File: config.mk
export PLATFORM = sky130hd
export DESIGN_NAME = deq_cell
export DESIGN_NICKNAME = d
export VERILOG_FILES = /design/src/rtl/deq_pkg.sv /design/src/rtl/deq_cell.sv
export SDC_FILE = /design/constraint.sdc
export NUM_CORES = 1
export LEC_CHECK = 0
export BUFFER_PORTS_ARGS = -buffer_cell sky130_fd_sc_hd__buf_2
export CORE_UTILIZATION = 30
export DETAILED_ROUTE_END_ITERATION = 10
export GPL_TIMING_DRIVEN = 0
export PLACE_DENSITY_LB_ADDON = 0.2
export SETUP_SLACK_MARGIN = 0.5
export SLEW_MARGIN = 20
export SYNTH_ARGS = -nofsm -noshare
export SYNTH_HDL_FRONTEND = slang
export SYNTH_SLANG_ARGS = --single-unit
File: constraint.sdc
create_clock -name i_clk -period 2.5 [get_ports i_clk]
set_input_delay 0.5 -clock i_clk [delete_from_list [all_inputs] [get_ports i_clk]]
set_output_delay 0.5 -clock i_clk [all_outputs]
set_load 0.01 [all_outputs]
File: src/rtl/deq_pkg.sv
// shared types and constants for the double-ended queue
`default_nettype none

package deq_pkg;

    typedef enum logic [2:0] {
        FUNC_PUSH_REAR  = 3'd0,
        FUNC_PUSH_FRONT = 3'd1,
        FUNC_POP_REAR   = 3'd2,
        FUNC_POP_FRONT  = 3'd3,
        FUNC_CLEAR      = 3'd4,
        FUNC_QUERY      = 3'd5
    } t_func;

    typedef enum logic [1:0] {
        STATUS_DONE       = 2'd0,
        STATUS_FULL       = 2'd1,
        STATUS_EMPTY      = 2'd2
    } t_status;

    localparam logic signed [31:0] INT_MIN = 32'sh8000_0000;

    // per-cycle command broadcast to every cell
    typedef struct packed {
        logic f_shr;   // front chain moves one cell toward the back
        logic f_shl;   // front chain moves one cell toward the front
        logic f_wr;    // front chain writes the cell at the count
        logic r_shr;   // rear chain moves one cell away from the rear
        logic r_shl;   // rear chain moves one cell toward the rear
        logic r_wr;    // rear chain writes the cell at the count
    } t_cell_ctl;

endpackage

`default_nettype wire

File: src/rtl/deq_cell.sv
// one queue cell: an entry of the front-ordered chain and of the rear-ordered chain
`default_nettype none

module deq_cell
    import deq_pkg::*;
#(
    parameter int IDX = 0,
    parameter int CW  = 7
) (
    input  wire logic                 i_clk,
    input  wire t_cell_ctl            i_ctl,
    input  wire logic [CW-1:0]        i_count,
    input  wire logic signed [31:0]   i_value,
    input  wire logic signed [31:0]   i_f_left,
    input  wire logic signed [31:0]   i_f_right,
    input  wire logic signed [31:0]   i_r_left,
    input  wire logic signed [31:0]   i_r_right,
    output logic signed [31:0]        o_f,
    output logic signed [31:0]        o_r
);

    logic               hit;
    logic signed [31:0] r_f;
    logic signed [31:0] r_r;

    assign hit = (i_count == CW'(IDX));

    always_ff @(posedge i_clk) begin
        priority if (i_ctl.f_shr) begin
            r_f <= i_f_left;
        end else if (i_ctl.f_shl) begin
            r_f <= i_f_right;
        end else if (i_ctl.f_wr && hit) begin
            r_f <= i_value;
        end else begin
            r_f <= r_f;
        end
    end

    always_ff @(posedge i_clk) begin
        priority if (i_ctl.r_shr) begin
            r_r <= i_r_left;
        end else if (i_ctl.r_shl) begin
            r_r <= i_r_right;
        end else if (i_ctl.r_wr && hit) begin
            r_r <= i_value;
        end else begin
            r_r <= r_r;
        end
    end

    assign o_f = r_f;
    assign o_r = r_r;

endmodule

`default_nettype wire

==> results of run 1 <==
## where the power goes
group / switching, W / total [W] / internal, W
Sequential: 0.0000272 / 0.00136 / 0.00133
Clock: 0.000395 / 0.000843 / 0.000447
Combinational: 0.000319 / 0.000612 / 0.000293
## flip-flops by register name, summed over array words and instances (netlist names)
| name | count |
|---|---|
| o_r | 32 |
| o_f | 32 |
## cell usage after synthesis, drive strengths merged
library cell,n,area (µm²)
nor3,1,5.000
o21ai,64,320.3
a311o,2,20.02
mux2i,64,640.6
buf,20,202.7
clkbuf,2,7.510
nand2,64,240.2
edfxtp,64,1922
nor4,1,6.260
## worst paths after layout
path | from | end
hold / removal | i_r_left[12] | o_r[12]
setup / recovery | i_count[2] | o_f[11]
## final cells by class
class	count	area (µm²)
buffer	22	210.2
multi-input combinational	196	1235
timing repair buffer	235	1214
tap	140	175.2
fill	1073	5956
sequential	64	1922
clock inverter	5	48.80
clock buffer	10	127.6
## metrics by stage
stage,setup TNS [ps],area [µm²],instances
4_1_cts,0,4932,672
3_3_place_gp,-32280,4706,655
2_1_floorplan,0,3364,282
5_1_grt,0,4932,672
3_5_place_dp,0,4756,657
6_report,0,4932,672
## worst max-delay path: cells and delay by family
| family | cells | cell delay, ps |
|---|---|---|
| AOI/OAI and AO/OA | 1 | 600 |
| buffers and inverters | 2 | 320 |
| and+or+nand+nor | 1 | 520 |
## metal layers
layer / global-route usage, % / share of wire (%)
met3: 3.692 / 7.3
met2: 32.14 / 50
met5: 0 / 0
met1: 22.15 / 41
met4: 6.947 / 1.1
## logic make-up after synthesis
family,after synthesis
AOI/OAI and AO/OA,66
and+or+nand+nor,66
muxes,64
DFF,64
buffers and inverters,22
==> summary.txt, run 1 <==
Logic synthesis
  – Mapped Cells: 282
  – Avg Cell Area, Syn: about 12 µm²
  – Post-synthesis compound-gate area fraction: 10.12%
  – Netlist Area Pre-Place: around 3400 µm²
  – Yosys warning count: 0
  – Main combinational cell family by area after synthesis: multiplexers
  – XOR/XNOR Fraction of Synth Area: 0%
  – Post-Synthesis Net Count: ~460
  – #FFs+latches synth: 64
  – Post-synthesis mux area share: 19.04%
  – Library cells used by synthesis: 12
  – Synth Area in Adders: 0%
  – Register area share after synthesis: 57.12%
  – Simple-Gate Fraction of Synth Area: about 7.5%

Place
  – Port bufs: between 200 and 250
  – Post-placement worst setup slack: 282.6 ps
  – GPL Wtd Cong: 0.8117
  – DPL Wire Length: a little over 8000 µm

Clocking
  – Post-CTS resize count: 0
  – TritonCTS clock tree: yes
  – Number of buffers on the longest clock path: 2
  – Hold_buf cts: 0
  – CTS Buf Count: 9
  – Clock transition at path regs: 80 ps
  – Root Buffer Master: clkbuf_8
  – CTS H-tree lvls: 3
  – Clk sinks: 64
  – Post-CTS Setup Bufs: 0

Hold path
  – Hold Path Class: in2reg
  – Hold Path Depth: 3

Routing
  – Drt initial violations: 98
  – DR pass1 iterations: 4
  – Post-route ant nets: 0
  – DR vias/cell: ~4.6
  – DRC violations left: 0
  – DR WL/cell: 15.75 µm
  – Routed via count: about 3100
  – Final wirelength: ~11000 µm

Floorplanning
  – Ports: 238
  – Die area: 11640 µm²
  – Core Rows: 38
  – Core Footprint: 10890 µm²
  – Die X: 107.9 µm
  – Initial core utilization: 30.90%
  – Die height: roughly 110 µm

Power
  – Leakage: 2.428 nW
  – Tot Pwr: 0.002810 W
  – PwrDens: 569.7 nW/µm²
  – Worst vdd ir: 293.1 µV

Setup path
  – Worst Setup Start Kind: primary input
  – Setup CP Type: in2reg
  – Slowest stage delay, CP: 600 ps
  – CP Cell Sequence: buf_2 -> nor4_1 -> a311o_2 -> buf_16
  – CP required: 2530 ps
  – Slowest cell on crit path: a311o_2
  – Crit path DAT: 1950 ps
  – Setup crit end kind: flop
  – Worst Path Max Fanout: 17

Flow run
  – # Max-Cap Violations: 0

Status
  – Outcome: complete, no violations

Timing
  – Final Slew Violations: 0
  – Rel. slew slack: 62.21%
  – Final Cycle Share: 76.71%
  – Post-route setup slack: 582.2 ps
  – Setup Viol. Count Final: 0
  – Max Freq: 521.4 MHz
  – Slew @ Worst Pin: 561.6 ps
  – Final hold slack: 442.4 ps
  – RSZ-0062 raised after global routing: no
  – Hold Vio Cnt, Final: 0
  – Fin crit period: 1918 ps

Global route
  – First-pass GRT wire length: 15790 µm
  – Total Routing Usage GR: 18.36%
  – Number of global-route vias before repair: roughly 3000
  – Largest net degree at the start of global routing: 30
  – Initial antenna violation count: 0
  – GR Overflow Total: 0

Final layout
  – Share of cells above drive strength 1: 50.75%
  – Syn-to-layout area delta: 46.60%
  – Final nets: 702
  – Fin util: 45.30%
  – Most common cell after layout, fill and taps aside: buf_2
  – Diode count: 0
  – Highest-count cells in the layout ignoring fill and taps: buf_2 (245), mux2i_1 (64), nand2_1 (64), edfxtp_1 (64), o21ai_1 (58)
No activity file was read; power rests on OpenSTA's default activity.
==> run 2: changes to the inputs <==
--- a/config.mk
+++ b/config.mk
@@ -5,6 +5,7 @@
 export SDC_FILE = /design/constraint.sdc
 export NUM_CORES = 1
 export LEC_CHECK = 0
+export ABC_AREA = 1
 export BUFFER_PORTS_ARGS = -buffer_cell sky130_fd_sc_hd__buf_2
 export CORE_UTILIZATION = 30
 export DETAILED_ROUTE_END_ITERATION = 10
==> constraint.sdc (replaced) <==
create_clock -name i_clk -period 2 [get_ports i_clk]
set_input_delay 0.4 -clock i_clk [delete_from_list [all_inputs] [get_ports i_clk]]
set_output_delay 0.4 -clock i_clk [all_outputs]
set_load 0.01 [all_outputs]
==> summary.txt, run 2 <==
Clocking
  – Clk sinks: 64 (unchanged)
  – Clock transition at path regs: 50 ps (-30 ps)
  – TritonCTS clock tree: yes
  – Post-CTS Setup Bufs: 0 (unchanged)
  – Number of buffers on the longest clock path: 2 (unchanged)
  – Root Buffer Master: clkbuf_16
  – Hold_buf cts: 0 (unchanged)
  – CTS Buf Count: 9 (unchanged)
  – CTS H-tree lvls: 3 (unchanged)

Final layout
  – Diode count: 0 (unchanged)
  – Highest-count cells in the layout ignoring fill and taps: buf_2 (233), a21oi_1 (126), nor2_1 (68), nand2_1 (67), edfxtp_1 (64)
  – Post-route cell area: 5051 µm² (+2.4%)
  – Final nets: 787 (+12%)
  – Most common cell after layout, fill and taps aside: buf_2
  – Syn-to-layout area delta: 48.80%
  – Fin util: 46.19% (+0.89 points)
  – Share of cells above drive strength 1: 45.38% (-5.4 points)

Setup path
  – Worst path buffer plus inverter count: 2 (unchanged)
  – CP top delay family: simple AND/OR/NAND/NOR gates
  – Worst Path Max Fanout: 32 (+15)
  – Worst Setup Start Kind: primary input
  – Setup CP Type: in2reg
  – Setup crit end kind: flop
  – Slowest cell on crit path: nand2_4
  – Crit path DAT: 1260 ps (-690 ps)
  – Slowest stage delay, CP: 390 ps (-210 ps)
  – CP Cell Sequence: buf_2 -> inv_1 -> nand2_1 -> nor2_1 -> nand3_1 -> nand2_4
  – CP required: 1960 ps (-570 ps)

Hold path
  – Hold Path Depth: 3 (unchanged)
  – Hold Path End: o_f[18]
  – Hold path startpoint: i_f_left[18]
  – Hold Path Class: in2reg

Timing
  – RSZ-0062 raised after global routing: no
  – Fin crit period: approximately 1300 ps
  – Setup Viol. Count Final: 0 (unchanged)
  – Max Freq: 767.6 MHz
  – Final Slew Violations: 0 (unchanged)
  – Slew @ Worst Pin: 476.8 ps (-84.79 ps)
  – Sum Neg Setup Slack: 0 ps (unchanged)
  – Hold Vio Cnt, Final: 0 (unchanged)
  – Final Cycle Share: about two thirds
  – Rel. slew slack: 68.18% (+6.0 points)
  – Post-route setup slack: 697.2 ps (+115.0 ps)

Logic synthesis
  – Ys async rst share: 0% (unchanged)
  – Ys flop type: edfxtp_1
  – Post-synth top area share: 56.62% (-0.51 points)
  – Synth area leaders: edfxtp_1 (57%), a21oi_1 (19%), nand2_1 (7.6%)
  – Netlist Area Pre-Place: 3395 µm² (+0.89%)
  – EDFF count, synth: 64 (unchanged)
  – Avg Cell Area, Syn: 9.199 µm² (-23%)
  – Library cells used by synthesis: 11 (-1)
  – Synth cell count leaders: a21oi_1 (126), nand2_1 (69), nor2_1 (68)
  – Mapped Cells: 369 (+31%)
  – Post-Synthesis Net Count: 543 (+19%)
  – Register area share after synthesis: 56.62% (-0.51 points)
  – Yosys warning count: 0 (unchanged)
  – Leading area contributor after synthesis: edfxtp_1
  – #FFs+latches synth: 64 (unchanged)
  – Most frequent cell after synthesis: a21oi_1

Floorplanning
  – Die X: 108.4 µm (+0.44%)
  – Core Rows: 38 (unchanged)
  – Core Footprint: 10940 µm² (+0.44%)
  – Ports: 238 (unchanged)
  – Die area: 11740 µm² (+0.87%)
  – Die height: 108.4 µm (+0.44%)
  – Initial core utilization: 31.04% (+0.14 points)

Routing
  – Final wirelength: 12230 µm (+16%)
  – DR WL/cell: 16.16 µm (+2.6%)
  – Routed via count: 3620 (+16%)
  – DR vias/cell: 4.782 (+3.3%)
  – Post-route ant nets: 0 (unchanged)
  – Drt initial violations: 250 (+160%)
  – DR pass1 iterations: 5 (+1)
  – DRC violations left: 0 (unchanged)

Global route
  – Met3 usage: 4.159% (+0.47 points)
  – Largest net degree at the start of global routing: 33 (+10%)
  – Total Routing Usage GR: 20.36% (+2.0 points)
  – Initial antenna violation count: 0 (unchanged)
  – GR Overflow Total: 0 (unchanged)
  – First-pass GRT wire length: 17570 µm (+11%)
  – Met1 usage: 23.61% (+1.5 points)
  – Global routing usage on met2: 36.99% (+4.8 points)
  – Number of global-route vias before repair: 3452 (+15%)
  – GR peak layer: met2

Flow run
  – # Max-Cap Violations: 0 (unchanged)

Status
  – Outcome: complete, no violations

Power
  – PwrDens: 813.6 nW/µm² (+43%)
  – Leakage: 2.382 nW (-1.9%)
  – Worst vdd ir: 309.1 µV (+5.5%)

Place
  – GPL Wtd Cong: 0.7850 (-3.3%)
  – DPL Wire Length: 9259 µm (+12%)
  – Port bufs: 233 (unchanged)
  – Placed Area: 4741 µm² (-0.32%)
  – Post-placement worst setup slack: 129.6 ps (-152.9 ps)
## run 2: changes by cell type after synthesis, moves of 5 or more
cell,before,now
a21oi_1,0,126
nor2_1,0,68
mux2i_1,64,0
o21ai_1,58,0
buf_4,0,18
buf_2,12,0
buf_6,2,10
buf_12,6,0
inv_1,0,6
o21ai_0,6,0
nand2_1,64,69
## run 2: area by class of cell
cell class / instances / area, µm²
Sequential cell: 64 / 1922
Clock inverter: 6 / 75.07
Buffer: 28 / 247.7
Multi-Input combinational cell: 267 / 1187
Timing Repair Buffer: 233 / 1166
Inverter: 10 / 52.55
Tap cell: 140 / 175.2
Fill cell: 1085 / 5884
Clock buffer: 9 / 225.2
## run 2: power by group
group          leakage, nW  switching [W]  internal, W
sequential           0.648      0.0000374      0.00166
clock                0.145       0.000557      0.00107
combinational         1.59       0.000435     0.000349
## run 2: kinds of logic (layout without fill, tap and decap cells)
group | Yosys count | after routing | synth area share, %
flops | 64 | 64 | 56.62
compound gates | 128 | 128 | 19.09
simple gates | 139 | 139 | 15.44
buf+inv | 38 | 286 | 8.846
## run 2: how the worst max path moves through the flow
stage | startpoint | slack, ps | depth (start not counted) | endpoint
3_3_place_gp | i_count[6] | 150 | 6 | o_f[11]
4_1_cts | i_count[3] | 700 | 6 | o_r[8]
3_5_place_dp | i_count[3] | 130 | 6 | o_r[2]
2_1_floorplan | i_ctl[4] | 500 | 4 | o_f[0]
5_1_grt | i_count[0] | 600 | 6 | o_f[12]
6_report | i_count[3] | 700 | 6 | o_f[12]
## run 2: what timing repair did
action | CTS | global route
hold endpoints to repair | 0 | 0
gates resized for setup | 2 | 0
endpoints found under the setup margin | 64 | 0
## run 2: routing by layer
metal / vias up / part of all wire, %
met3: 18 / 7.1
met4: 0 / 1.6
met2: 170 / 52
met1: 1662 / 40
met5: - / 0
li1: 1770 / -
## run 2: metrics by stage
| step | power [W] | hold WS, ps | cells |
|---|---|---|---|
| 2_1_floorplan | 0.002098 | 623.0 | 369 |
| 3_3_place_gp | 0.002503 | 715.0 | 742 |
| 3_5_place_dp | 0.002517 | 715.4 | 742 |
| 4_1_cts | 0.004152 | 378.8 | 757 |
| 5_1_grt | 0.004275 | 400.4 | 757 |
| 6_report | 0.004110 | 392.4 | 757 |
